<file path="src/hdl/vipt_pkg.sv">
// Shared widths, request and status codes, and controller/datapath handshake types.
package vipt_pkg;

    localparam int REQ_W     = 2;
    localparam int ID_W      = 32;
    localparam int PROF_W    = 2;
    localparam int IDENT_W   = 64;
    localparam int LEN_W     = 8;
    localparam int GEN_W     = 64;
    localparam int STATUS_W  = 3;

    localparam int MAX_ENTRIES_DEF = 16;
    localparam int IDENTITY_BYTES  = 8;

    localparam logic [REQ_W-1:0] REQ_SET    = 2'd0;
    localparam logic [REQ_W-1:0] REQ_REMOVE = 2'd1;
    localparam logic [REQ_W-1:0] REQ_LOOKUP = 2'd2;

    localparam logic [PROF_W-1:0] PROF_PUBLIC  = 2'd0;
    localparam logic [PROF_W-1:0] PROF_TRUSTED = 2'd2;

    localparam logic [STATUS_W-1:0] ST_OK        = 3'd0;
    localparam logic [STATUS_W-1:0] ST_INVALID   = 3'd1;
    localparam logic [STATUS_W-1:0] ST_MALFORMED = 3'd2;
    localparam logic [STATUS_W-1:0] ST_NOT_FOUND = 3'd3;
    localparam logic [STATUS_W-1:0] ST_EXHAUSTED = 3'd4;
    localparam logic [STATUS_W-1:0] ST_FULL      = 3'd5;

    localparam logic [GEN_W-1:0] GEN_RESET = 64'd1;
    localparam logic [GEN_W-1:0] GEN_MAX   = {GEN_W{1'b1}};

    // commands from the controller to the datapath
    typedef struct packed {
        logic accept;      // latch a new request
        logic pre_done;    // finish with the precheck result
        logic scan_start;  // read entry 0
        logic scan_next;   // read the next entry and advance
        logic hit;         // finish a lookup or set on the matching entry
        logic miss;        // finish when no entry matches (empty table or scan found nothing)
        logic shift_rd;    // read the entry above the current slot
        logic shift_wr;    // move the read entry down one slot
        logic clear;       // drop the last slot and bump the generation
        logic load_out;    // move the result into the output register
    } vipt_cmd_t;

    // status from the datapath to the controller
    typedef struct packed {
        logic pre_fail;
        logic is_remove;
        logic used_zero;
        logic match;
        logic more;
        logic out_free;
    } vipt_sts_t;

endpackage

</file>
<file path="src/hdl/vipt_req_if.sv">
// Request channel: valid/ready handshake with the table request payload.
interface vipt_req_if;
    import vipt_pkg::*;

    logic                 valid;
    logic                 ready;
    logic [REQ_W-1:0]     req_type;
    logic [ID_W-1:0]      iface_id;
    logic [PROF_W-1:0]    profile_code;
    logic [IDENT_W-1:0]   identity_word;
    logic [LEN_W-1:0]     identity_len;
    logic [GEN_W-1:0]     expected_gen;

    modport source (
        output valid, req_type, iface_id, profile_code, identity_word, identity_len,
               expected_gen,
        input  ready
    );

    modport sink (
        input  valid, req_type, iface_id, profile_code, identity_word, identity_len,
               expected_gen,
        output ready
    );
endinterface

</file>
<file path="src/hdl/vipt_rsp_if.sv">
// Response channel: valid/ready handshake with status, new generation and profile.
interface vipt_rsp_if;
    import vipt_pkg::*;

    logic                  valid;
    logic                  ready;
    logic [STATUS_W-1:0]   status;
    logic [GEN_W-1:0]      new_gen;
    logic [PROF_W-1:0]     lookup_profile;

    modport source (
        output valid, status, new_gen, lookup_profile,
        input  ready
    );

    modport sink (
        input  valid, status, new_gen, lookup_profile,
        output ready
    );
endinterface

</file>
<file path="src/hdl/vipt_ctrl.sv">
// Controller state machine: sequences precheck, entry scan, shift-down and result hand-off.
module vipt_ctrl (
    input  logic               clk,
    input  logic               rst_n,
    input  logic               req_valid,
    output logic               req_ready,
    input  vipt_pkg::vipt_sts_t sts,
    output vipt_pkg::vipt_cmd_t cmd
);
    import vipt_pkg::*;

    localparam logic [2:0] S_IDLE     = 3'd0;
    localparam logic [2:0] S_CHECK    = 3'd1;
    localparam logic [2:0] S_SCAN     = 3'd2;
    localparam logic [2:0] S_SHIFT_RD = 3'd3;
    localparam logic [2:0] S_SHIFT_WR = 3'd4;
    localparam logic [2:0] S_FINISH   = 3'd5;

    logic [2:0] state_reg;
    logic [2:0] state_next;

    always_comb
    begin
        state_next = state_reg;
        cmd        = '0;
        req_ready  = 1'b0;
        unique case (state_reg)
            S_IDLE:
            begin
                req_ready = 1'b1;
                if (req_valid)
                begin
                    cmd.accept = 1'b1;
                    state_next = S_CHECK;
                end
            end
            S_CHECK:
            begin
                if (sts.pre_fail)
                begin
                    cmd.pre_done = 1'b1;
                    state_next   = S_FINISH;
                end
                else if (sts.used_zero)
                begin
                    cmd.miss   = 1'b1;
                    state_next = S_FINISH;
                end
                else
                begin
                    cmd.scan_start = 1'b1;
                    state_next     = S_SCAN;
                end
            end
            S_SCAN:
            begin
                if (sts.match)
                begin
                    if (sts.is_remove)
                    begin
                        state_next = S_SHIFT_RD;
                    end
                    else
                    begin
                        cmd.hit    = 1'b1;
                        state_next = S_FINISH;
                    end
                end
                else if (sts.more)
                begin
                    cmd.scan_next = 1'b1;
                end
                else
                begin
                    cmd.miss   = 1'b1;
                    state_next = S_FINISH;
                end
            end
            S_SHIFT_RD:
            begin
                if (sts.more)
                begin
                    cmd.shift_rd = 1'b1;
                    state_next   = S_SHIFT_WR;
                end
                else
                begin
                    cmd.clear  = 1'b1;
                    state_next = S_FINISH;
                end
            end
            S_SHIFT_WR:
            begin
                cmd.shift_wr = 1'b1;
                state_next   = S_SHIFT_RD;
            end
            S_FINISH:
            begin
                if (sts.out_free)
                begin
                    cmd.load_out = 1'b1;
                    state_next   = S_IDLE;
                end
            end
            default:
            begin
                state_next = S_IDLE;
            end
        endcase
    end

    always_ff @(posedge clk or negedge rst_n)
    begin
        if (!rst_n)
        begin
            state_reg <= S_IDLE;
        end
        else
        begin
            state_reg <= state_next;
        end
    end

`ifndef SYNTHESIS
    // one request in flight: an accepted request blocks the next cycle
    a_one_in_flight: assert property (@(posedge clk) disable iff (!rst_n)
        (req_valid && req_ready) |=> !req_ready)
        else $error("request accepted while another is in flight");
`endif

endmodule

</file>
<file path="src/hdl/vipt_datapath.sv">
// Datapath: request registers, entry memory, generation and count, result and output registers.
module vipt_datapath #(
    parameter int MAX_ENTRIES = vipt_pkg::MAX_ENTRIES_DEF
) (
    input  logic                            clk,
    input  logic                            rst_n,
    input  vipt_pkg::vipt_cmd_t             cmd,
    output vipt_pkg::vipt_sts_t             sts,
    input  logic [vipt_pkg::REQ_W-1:0]      req_type,
    input  logic [vipt_pkg::ID_W-1:0]       iface_id,
    input  logic [vipt_pkg::PROF_W-1:0]     profile_code,
    input  logic [vipt_pkg::IDENT_W-1:0]    identity_word,
    input  logic [vipt_pkg::LEN_W-1:0]      identity_len,
    input  logic [vipt_pkg::GEN_W-1:0]      expected_gen,
    input  logic                            rsp_ready,
    output logic                            rsp_valid,
    output logic [vipt_pkg::STATUS_W-1:0]   status,
    output logic [vipt_pkg::GEN_W-1:0]      new_gen,
    output logic [vipt_pkg::PROF_W-1:0]     lookup_profile
);
    import vipt_pkg::*;

    localparam int IW = (MAX_ENTRIES > 1) ? $clog2(MAX_ENTRIES) : 1;
    localparam int CW = $clog2(MAX_ENTRIES + 1);
    localparam logic [CW-1:0] MAX_COUNT = CW'(MAX_ENTRIES);

    // latched request
    logic [REQ_W-1:0]   type_reg;
    logic [ID_W-1:0]    id_reg;
    logic [PROF_W-1:0]  prof_reg;
    logic [IDENT_W-1:0] ident_reg;
    logic               ident_ok_reg;
    logic [GEN_W-1:0]   exp_gen_reg;

    // entry memory
    logic [ID_W-1:0]    mem_iface    [MAX_ENTRIES];
    logic [PROF_W-1:0]  mem_profile  [MAX_ENTRIES];
    logic [IDENT_W-1:0] mem_identity [MAX_ENTRIES];
    logic [GEN_W-1:0]   mem_gen      [MAX_ENTRIES];

    logic [ID_W-1:0]    rd_iface_reg;
    logic [PROF_W-1:0]  rd_prof_reg;
    logic [IDENT_W-1:0] rd_ident_reg;
    logic [GEN_W-1:0]   rd_gen_reg;

    logic [IW-1:0]      scan_idx_reg;
    logic [CW-1:0]      used_reg;
    logic [GEN_W-1:0]   gen_reg;

    logic [STATUS_W-1:0] res_status_reg;
    logic [GEN_W-1:0]    res_gen_reg;
    logic [PROF_W-1:0]   res_prof_reg;

    logic                rsp_valid_reg;
    logic [STATUS_W-1:0] out_status_reg;
    logic [GEN_W-1:0]    out_gen_reg;
    logic [PROF_W-1:0]   out_prof_reg;

    logic [IDENT_W-1:0] ident_masked;
    logic               len_ok;
    logic               pre_fail;
    logic [STATUS_W-1:0] pre_status;
    logic [GEN_W-1:0]   gen_inc;
    logic [CW-1:0]      idx_inc;
    logic [CW-1:0]      used_dec;
    logic               full;
    logic               do_append;
    logic               gen_bump;
    logic               rd_en;
    logic [IW-1:0]      rd_addr;
    logic               wr_en;
    logic [IW-1:0]      wr_addr;
    logic [ID_W-1:0]    wr_iface;
    logic [PROF_W-1:0]  wr_prof;
    logic [IDENT_W-1:0] wr_ident;
    logic [GEN_W-1:0]   wr_gen;

    // keep only the identity bytes below identity_len
    always_comb
    begin
        for (int i = 0; i < IDENT_W / 8; i++)
        begin
            ident_masked[8*i +: 8] = (LEN_W'(i) < identity_len) ? identity_word[8*i +: 8]
                                                                 : 8'd0;
        end
        len_ok = (identity_len != '0) && (identity_len <= LEN_W'(IDENTITY_BYTES));
    end

    always_comb
    begin
        pre_fail   = 1'b0;
        pre_status = ST_OK;
        unique case (type_reg)
            REQ_SET:
            begin
                pre_fail = 1'b1;
                if (id_reg == '0)
                    pre_status = ST_INVALID;
                else if (prof_reg > PROF_TRUSTED || !ident_ok_reg)
                    pre_status = ST_MALFORMED;
                else if (exp_gen_reg != gen_reg)
                    pre_status = ST_NOT_FOUND;
                else if (gen_reg == GEN_MAX)
                    pre_status = ST_EXHAUSTED;
                else
                    pre_fail = 1'b0;
            end
            REQ_REMOVE:
            begin
                pre_fail = 1'b1;
                if (id_reg == '0)
                    pre_status = ST_INVALID;
                else if (exp_gen_reg != gen_reg)
                    pre_status = ST_NOT_FOUND;
                else if (gen_reg == GEN_MAX)
                    pre_status = ST_EXHAUSTED;
                else
                    pre_fail = 1'b0;
            end
            REQ_LOOKUP:
            begin
                // a zero id answers public without a scan
                pre_fail = (id_reg == '0);
            end
            default:
            begin
                pre_fail   = 1'b1;
                pre_status = ST_INVALID;
            end
        endcase
    end

    assign gen_inc   = gen_reg + 1'b1;
    assign idx_inc   = CW'(scan_idx_reg) + 1'b1;
    assign used_dec  = used_reg - 1'b1;
    assign full      = (used_reg >= MAX_COUNT);
    assign do_append = cmd.miss && (type_reg == REQ_SET) && !full;
    assign gen_bump  = (cmd.hit && (type_reg == REQ_SET)) || do_append || cmd.clear;

    assign rd_en   = cmd.scan_start || cmd.scan_next || cmd.shift_rd;
    assign rd_addr = cmd.scan_start ? '0 : idx_inc[IW-1:0];

    always_comb
    begin
        wr_en    = 1'b0;
        wr_addr  = scan_idx_reg;
        wr_iface = id_reg;
        wr_prof  = prof_reg;
        wr_ident = ident_reg;
        wr_gen   = gen_inc;
        if (cmd.shift_wr)
        begin
            wr_en    = 1'b1;
            wr_iface = rd_iface_reg;
            wr_prof  = rd_prof_reg;
            wr_ident = rd_ident_reg;
            wr_gen   = rd_gen_reg;
        end
        else if (cmd.clear)
        begin
            wr_en    = 1'b1;
            wr_addr  = used_dec[IW-1:0];
            wr_iface = '0;
            wr_prof  = '0;
            wr_ident = '0;
            wr_gen   = '0;
        end
        else if (cmd.hit && (type_reg == REQ_SET))
        begin
            wr_en = 1'b1;
        end
        else if (do_append)
        begin
            wr_en   = 1'b1;
            wr_addr = used_reg[IW-1:0];
        end
    end

    always_ff @(posedge clk)
    begin
        if (wr_en)
        begin
            mem_iface[wr_addr]    <= wr_iface;
            mem_profile[wr_addr]  <= wr_prof;
            mem_identity[wr_addr] <= wr_ident;
            mem_gen[wr_addr]      <= wr_gen;
        end
        if (rd_en)
        begin
            rd_iface_reg <= mem_iface[rd_addr];
            rd_prof_reg  <= mem_profile[rd_addr];
            rd_ident_reg <= mem_identity[rd_addr];
            rd_gen_reg   <= mem_gen[rd_addr];
        end
    end

    always_ff @(posedge clk)
    begin
        if (cmd.accept)
        begin
            type_reg     <= req_type;
            id_reg       <= iface_id;
            prof_reg     <= profile_code;
            ident_reg    <= ident_masked;
            ident_ok_reg <= len_ok && (ident_masked != '0);
            exp_gen_reg  <= expected_gen;
        end
        if (cmd.scan_start)
            scan_idx_reg <= '0;
        else if (cmd.scan_next || cmd.shift_wr)
            scan_idx_reg <= idx_inc[IW-1:0];
    end

    always_ff @(posedge clk)
    begin
        if (cmd.pre_done)
        begin
            res_status_reg <= pre_status;
            res_gen_reg    <= '0;
            res_prof_reg   <= PROF_PUBLIC;
        end
        else if (cmd.hit)
        begin
            res_status_reg <= ST_OK;
            res_gen_reg    <= (type_reg == REQ_SET) ? gen_inc : '0;
            res_prof_reg   <= (type_reg == REQ_LOOKUP) ? rd_prof_reg : PROF_PUBLIC;
        end
        else if (cmd.miss)
        begin
            res_prof_reg <= PROF_PUBLIC;
            res_gen_reg  <= do_append ? gen_inc : '0;
            if (type_reg == REQ_REMOVE)
                res_status_reg <= ST_NOT_FOUND;
            else if (type_reg == REQ_SET && full)
                res_status_reg <= ST_FULL;
            else
                res_status_reg <= ST_OK;
        end
        else if (cmd.clear)
        begin
            res_status_reg <= ST_OK;
            res_gen_reg    <= gen_inc;
            res_prof_reg   <= PROF_PUBLIC;
        end
    end

    always_ff @(posedge clk)
    begin
        if (cmd.load_out)
        begin
            out_status_reg <= res_status_reg;
            out_gen_reg    <= res_gen_reg;
            out_prof_reg   <= res_prof_reg;
        end
    end

    always_ff @(posedge clk or negedge rst_n)
    begin
        if (!rst_n)
        begin
            used_reg      <= '0;
            gen_reg       <= GEN_RESET;
            rsp_valid_reg <= 1'b0;
        end
        else
        begin
            if (do_append)
                used_reg <= used_reg + 1'b1;
            else if (cmd.clear)
                used_reg <= used_dec;
            if (gen_bump)
                gen_reg <= gen_inc;
            if (cmd.load_out)
                rsp_valid_reg <= 1'b1;
            else if (rsp_ready)
                rsp_valid_reg <= 1'b0;
        end
    end

    always_comb
    begin
        sts.pre_fail  = pre_fail;
        sts.is_remove = (type_reg == REQ_REMOVE);
        sts.used_zero = (used_reg == '0);
        sts.match     = (rd_iface_reg == id_reg);
        sts.more      = (idx_inc < used_reg);
        sts.out_free  = !rsp_valid_reg || rsp_ready;
    end

    assign rsp_valid      = rsp_valid_reg;
    assign status         = out_status_reg;
    assign new_gen        = out_gen_reg;
    assign lookup_profile = out_prof_reg;

`ifndef SYNTHESIS
    a_used_bound: assert property (@(posedge clk) disable iff (!rst_n)
        used_reg <= MAX_COUNT)
        else $error("entry count beyond table size");

    a_gen_step: assert property (@(posedge clk) disable iff (!rst_n)
        (gen_reg != $past(gen_reg)) |-> (gen_reg == $past(gen_reg) + 1'b1))
        else $error("generation moved by other than one");

    a_count_needs_gen: assert property (@(posedge clk) disable iff (!rst_n)
        (used_reg != $past(used_reg)) |-> (gen_reg != $past(gen_reg)))
        else $error("entry count changed without a generation bump");

    a_fail_zero_gen: assert property (@(posedge clk) disable iff (!rst_n)
        (rsp_valid_reg && out_status_reg != ST_OK) |-> (out_gen_reg == '0))
        else $error("failed request reports a generation");
`endif

endmodule

</file>
<file path="src/hdl/versioned_interface_profile_table.sv">
// Versioned interface profile table.
// Requests arrive on req (valid/ready): set, remove or look up an interface id.
// Each request yields exactly one response on rsp (valid/ready) carrying status,
// the new generation after a successful set or remove, and the looked-up profile.
// One request is worked at a time. Entries live in a single-port memory that is
// scanned one entry per cycle; a remove then moves each later entry down with a
// read and then a write. A rejected request or a zero-id lookup finishes after
// the precheck, and any request on an empty table finishes with no scan; others
// scan until they find the id or pass the last entry, and a remove at slot k of
// u entries then shifts the u - 1 - k entries above it down one slot each.
// The next request is taken the cycle after the result moves to the output
// register, so a stalled receiver holds one finished response while the block
// works the next request; a second result then waits until rsp is taken.
// Reset empties the table (entry count zero) and sets the generation to one;
// no clearing pass is needed since only slots below the count are ever read.
module versioned_interface_profile_table #(
    parameter int MAX_ENTRIES = vipt_pkg::MAX_ENTRIES_DEF
) (
    input  logic       clk,
    input  logic       rst_n,
    vipt_req_if.sink   req,
    vipt_rsp_if.source rsp
);
    import vipt_pkg::*;

    vipt_cmd_t cmd;
    vipt_sts_t sts;

    vipt_ctrl u_ctrl (
        .clk       (clk),
        .rst_n     (rst_n),
        .req_valid (req.valid),
        .req_ready (req.ready),
        .sts       (sts),
        .cmd       (cmd)
    );

    vipt_datapath #(
        .MAX_ENTRIES (MAX_ENTRIES)
    ) u_datapath (
        .clk            (clk),
        .rst_n          (rst_n),
        .cmd            (cmd),
        .sts            (sts),
        .req_type       (req.req_type),
        .iface_id       (req.iface_id),
        .profile_code   (req.profile_code),
        .identity_word  (req.identity_word),
        .identity_len   (req.identity_len),
        .expected_gen   (req.expected_gen),
        .rsp_ready      (rsp.ready),
        .rsp_valid      (rsp.valid),
        .status         (rsp.status),
        .new_gen        (rsp.new_gen),
        .lookup_profile (rsp.lookup_profile)
    );

endmodule

</file>
<file path="src/flat_wrapper.sv">
// flat-port wrapper written by rule: the top's interface ports become plain ports
module versioned_interface_profile_table_flat import vipt_pkg::*;
#(
    parameter int MAX_ENTRIES = vipt_pkg::MAX_ENTRIES_DEF
)
  (clk, rst_n, req_valid, req_req_type, req_iface_id, req_profile_code, req_identity_word, req_identity_len, req_expected_gen, req_ready, rsp_valid, rsp_status, rsp_new_gen, rsp_lookup_profile, rsp_ready);
  vipt_req_if req_i ();
  vipt_rsp_if rsp_i ();
  input  logic clk;
  input  logic rst_n;
  input wire logic [$bits(req_i.valid)-1:0] req_valid;
  input wire logic [$bits(req_i.req_type)-1:0] req_req_type;
  input wire logic [$bits(req_i.iface_id)-1:0] req_iface_id;
  input wire logic [$bits(req_i.profile_code)-1:0] req_profile_code;
  input wire logic [$bits(req_i.identity_word)-1:0] req_identity_word;
  input wire logic [$bits(req_i.identity_len)-1:0] req_identity_len;
  input wire logic [$bits(req_i.expected_gen)-1:0] req_expected_gen;
  output wire logic [$bits(req_i.ready)-1:0] req_ready;
  output wire logic [$bits(rsp_i.valid)-1:0] rsp_valid;
  output wire logic [$bits(rsp_i.status)-1:0] rsp_status;
  output wire logic [$bits(rsp_i.new_gen)-1:0] rsp_new_gen;
  output wire logic [$bits(rsp_i.lookup_profile)-1:0] rsp_lookup_profile;
  input wire logic [$bits(rsp_i.ready)-1:0] rsp_ready;
  assign req_i.valid = req_valid;
  assign req_i.req_type = req_req_type;
  assign req_i.iface_id = req_iface_id;
  assign req_i.profile_code = req_profile_code;
  assign req_i.identity_word = req_identity_word;
  assign req_i.identity_len = req_identity_len;
  assign req_i.expected_gen = req_expected_gen;
  assign req_ready = req_i.ready;
  assign rsp_valid = rsp_i.valid;
  assign rsp_status = rsp_i.status;
  assign rsp_new_gen = rsp_i.new_gen;
  assign rsp_lookup_profile = rsp_i.lookup_profile;
  assign rsp_i.ready = rsp_ready;
  versioned_interface_profile_table #(.MAX_ENTRIES(MAX_ENTRIES)) u_core (.clk(clk), .rst_n(rst_n), .req(req_i), .rsp(rsp_i));
endmodule
</file>
<file path="config.mk">
export PLATFORM = sky130hd
export DESIGN_NAME = versioned_interface_profile_table_flat
export DESIGN_NICKNAME = d
export VERILOG_FILES = /design/src/hdl/vipt_pkg.sv /design/src/hdl/vipt_req_if.sv /design/src/hdl/vipt_rsp_if.sv /design/src/hdl/vipt_ctrl.sv /design/src/hdl/vipt_datapath.sv /design/src/hdl/versioned_interface_profile_table.sv /design/src/flat_wrapper.sv
export SDC_FILE = /design/constraint.sdc
export NUM_CORES = 1
export LEC_CHECK = 0
export BUFFER_PORTS_ARGS = -buffer_cell sky130_fd_sc_hd__buf_4
export CAP_MARGIN = 10
export CORE_UTILIZATION = 40
export DETAILED_ROUTE_END_ITERATION = 7
export GPL_ROUTABILITY_DRIVEN = 0
export PLACE_DENSITY_LB_ADDON = 0.25
export SYNTH_ARGS = -nofsm -noshare
export SYNTH_HDL_FRONTEND = slang
export SYNTH_HIERARCHICAL = 1
export SYNTH_SLANG_ARGS = --single-unit
</file>
<file path="constraint.sdc">
create_clock -name clk -period 9.1 [get_ports clk]
set_clock_uncertainty 0.1 [all_clocks]
set_input_delay 0.91 -clock clk [delete_from_list [all_inputs] [get_ports clk]]
set_output_delay 0.91 -clock clk [all_outputs]
set_load 0.03 [all_outputs]
</file>
==> PnR_summary.wiki <==
{| class="wikitable"
! Metric !! Value
|-
| Power Density || 316 nW/um2
|-
| Sum Neg Setup Slack || 0 ps
|-
| I/O Pins || 247
|-
| Dpl cell area || 40,100 um2
|-
| Count of cells resized by post-cts repair || 0
|-
| Clock root cell || clkbuf_16
|-
| Prevailing post-synth register cell || edfxtp_1
|-
| DR pass1 iterations || 6
|-
| Initial standard-cell utilization of the core || 40.6%
|-
| Peak supply drop || 0.250 mV
|-
| TritonCTS Sinks || 894
|-
| Worst path setup slack after routing || 2610 ps
|-
| Slew @ Worst Pin || 1150 ps
|-
| Number of hold-slack violations in the final timing report || 0
|-
| # nets final || 3,011
|-
| Final setup violation count || 0
|-
| Std-Cell Core Area || 90,600 um2
|-
| Max Clock Freq || 0.154 GHz
|-
| Setup WS pre-CTS || 2810 ps
|-
| Maximum number of pins on one net before global-route repair || 108
|-
| Initial antenna violation count || 1
|-
| Clock period minus final worst setup slack || 6490 ps
|-
| Avg WL per Cell || 24.0 um
|-
| Classification of the worst setup path || register to register
|-
| Clock-pin slew of the registers on the worst-case setup and hold paths || 60 ps
|-
| Final Routed Wirelength || 97,800 um
|-
| Number of filler cells placed in the layout || 7,823
|-
| Cts bufs inserted || 94
|-
| Max reg flops || 512
|-
| Number of flops mapped to enable cells by yosys || 751
|-
| Clock tree from TritonCTS || done
|-
| Max Slew Vio Count || 0
|-
| Relative slew slack || 23.0%
|-
| Share of synthesized registers carrying an async set or reset || 8.17%
|-
| Hold/Removal Path Class || primary input to asynchronous set/reset pin
|-
| Post-synthesis sequential area ratio || 70.2%
|-
| Placement row count || 110
|-
| Static leakage || 15.0 nW
|-
| Floorplan die width || 305 um
|-
| Most common cell after layout, fill and taps aside || edfxtp_1
|-
| GRT Residual Overflow || 0
|-
| Commonest cells after routing, fill and taps aside || edfxtp_1 (751), nand2_1 (361), buf_4 (311)
|-
| Max Fanout on Critical Path || 21
|-
| Maxcap violations || 0
|-
| HPWL after detailed placement || 60,500 um
|-
| Wire length of the first global-routing pass || 146,000 um
|-
| Largest register by flop count || u_core/u_datapath/mem_iface
|-
| Placed Cells incl. Taps || 3,903
|-
| Critical path, cell by cell || xnor2_1 -> nand4_1 -> nor4_1 -> nand4_1 -> nor3_1 -> a21boi_0 -> nand4bb_1 -> o31a_1 -> nor2_1 -> nor4b_1 -> buf_4 -> a21oi_1 -> or4_1 -> o211a_1 -> nand2b_1 -> nor2_4 -> buf_4
|-
| DRC violation count after routing || 0
|-
| Layout overhead on the synthesized area || 17.5%
|-
| Vias per std cell || 5.50
|-
| Cells after Synth || 2,578
|-
| Hold buffers post-CTS || 0
|-
| Ratio of final minimum period to clock period || 71.3%
|-
| Worst skew pair latency || 650 ps
|-
| Remaining number of nets flagged by the antenna check after routing || 0
|-
| Slowest CP cell || xnor2_1
|-
| Total Die Area || 93,100 um2
|-
| Run status || finished clean
|-
| Arr. time, crit path || 6680 ps
|-
| Required time of the critical path || 9290 ps
|-
| Nature of the critical path startpoint || register
|-
| Total via count after detailed routing || 22,439
|-
| Unique cell type count in the Yosys netlist || 75
|-
| Mean cell area of the mapped netlist || 14.3 um2
|-
| Cell area after technology mapping || 36,700 um2
|-
| Vert. Die Dim || 305 um
|-
| Longest Clk Path Bufs || 3
|-
| Crit-path max cell delay || 630 ps
|-
| N_diodes || 0
|-
| Yosys warning total || 6
|-
| Fin cells || 4,081
|-
| Number of storage elements in the synthesis netlist || 894
|-
| Gr usage total || 20.9%
|-
| Final Cell Area || 43,200 um2
|-
| Vias in the first global route || 22,409
|-
| Nature of the critical path endpoint || register
|-
| First-iteration detailed-routing DRC count || 2,241
|-
| Syn Nets || 2,763
|-
| Count of H-tree levels built during CTS || 3
|-
| Ratio of cells with drive above 1 in the final layout || 18.3%
|-
| Count of buffers inserted at the top-level ports || 246
|-
| Setup repair after global routing missed its margin || no
|-
| Post-CTS setup-driven buffer insertion count || 0
|-
| Post-layout util || 47.6%
|}
-- cells in the mapped netlist (4+ instances only) --
cell | n | area share [%]
nor4_1 | 47 | 0.80
a211oi_1 | 33 | 0.67
or4_1 | 4 | 0.082
clkbuf_1 | 102 | 1.0
o21ai_1 | 8 | 0.11
and2_1 | 11 | 0.19
o21ai_0 | 101 | 1.4
clkbuf_2 | 4 | 0.054
a21oi_1 | 46 | 0.63
buf_1 | 16 | 0.16
xor2_1 | 88 | 2.1
nor2_1 | 88 | 0.90
nor3b_1 | 4 | 0.082
a311oi_1 | 67 | 1.6
and4_1 | 5 | 0.12
nand3_1 | 64 | 0.87
buf_4 | 6 | 0.12
o22ai_1 | 6 | 0.10
nor2b_1 | 39 | 0.66
inv_1 | 20 | 0.20
or3_1 | 7 | 0.12
nor3_1 | 30 | 0.41
buf_2 | 33 | 0.45
edfxtp_1 | 751 | 61
nand2b_1 | 12 | 0.20
mux4_2 | 34 | 2.1
nand4_1 | 54 | 0.92
or2_2 | 4 | 0.068
dfrtp_1 | 72 | 4.9
mux2i_1 | 170 | 4.6
and3_1 | 12 | 0.20
nand2_1 | 362 | 3.7
dfxtp_1 | 70 | 3.8
xnor2_1 | 141 | 3.4
ha_1 | 9 | 0.31
-- worst paths after layout --
check	start	cells after the start	endpoint	slack (ps)
hold reg to reg	u_core/u_datapath/res_status_reg[2]$_DFFE_PP_	0	u_core/u_datapath/status[2]$_DFFE_PP_	320
setup / recovery	u_core/u_datapath/gen_reg[5]$_DFFE_PN0P_	17	u_core/u_datapath/mem_iface[7][30]$_DFFE_PP_	2610
setup reg to reg	u_core/u_datapath/gen_reg[5]$_DFFE_PN0P_	17	u_core/u_datapath/mem_iface[7][30]$_DFFE_PP_	2610
min in group clk	u_core/u_datapath/res_status_reg[2]$_DFFE_PP_	0	u_core/u_datapath/status[2]$_DFFE_PP_	320
max in group asynchronous	rst_n	2	u_core/u_datapath/gen_reg[49]$_DFFE_PN0P_	7750
hold / removal	rst_n	1	u_core/u_datapath/gen_reg[9]$_DFFE_PN0P_	70
-- layout make-up --
cell class | count | area (um2) | area share [%]
sequential | 894 | 25800 | 59.8
multi-input combinational | 1501 | 10400 | 24.1
clock buffer | 114 | 2440 | 5.65
timing repair buffer | 315 | 2410 | 5.60
tap | 1176 | 1470 | 3.41
clock inverter | 61 | 589 | 1.37
inverter | 20 | 75.1 | 0.174
-- metal layers --
| metal | global-route usage (%) | part of all wire [%] |
|---|---|---|
| met5 | 0 | 0.010 |
| met4 | 6.20 | 2.7 |
| met2 | 34.5 | 48 |
| met1 | 28.5 | 43 |
| met3 | 3.16 | 6.2 |
-- stage by stage --
stage               hold WS [ps]  total power [mW]
floorplan                    300              8.30
global placement             303              9.82
detailed placement           312              9.90
CTS                         59.6              13.7
global route                67.0              14.2
finish                      71.6              13.6
-- logic make-up after synthesis --
group | share of synthesized area, %
XOR/XNOR | 5.46
adder cells (fa/ha/maj) | 0.334
AO/OA/AOI/OAI | 5.23
buffers and inverters | 2.10
flip-flops | 70.2
multiplexers | 6.75
AND/OR/NAND/NOR | 9.96
-- power breakdown --
part	internal, mW	switching, mW
Sequential	5.36	0.332
Clock	2.17	1.59
Combinational	1.41	2.75
-- critical path: cells and delay by family, from the launching register on --
family,cells,cell delay (ps)
buf+inv,2,720
xor+xnor,1,630
simple gates,10,3610
flops,1,480
compound gates,4,590
No activity file was read; power rests on OpenSTA's default activity.
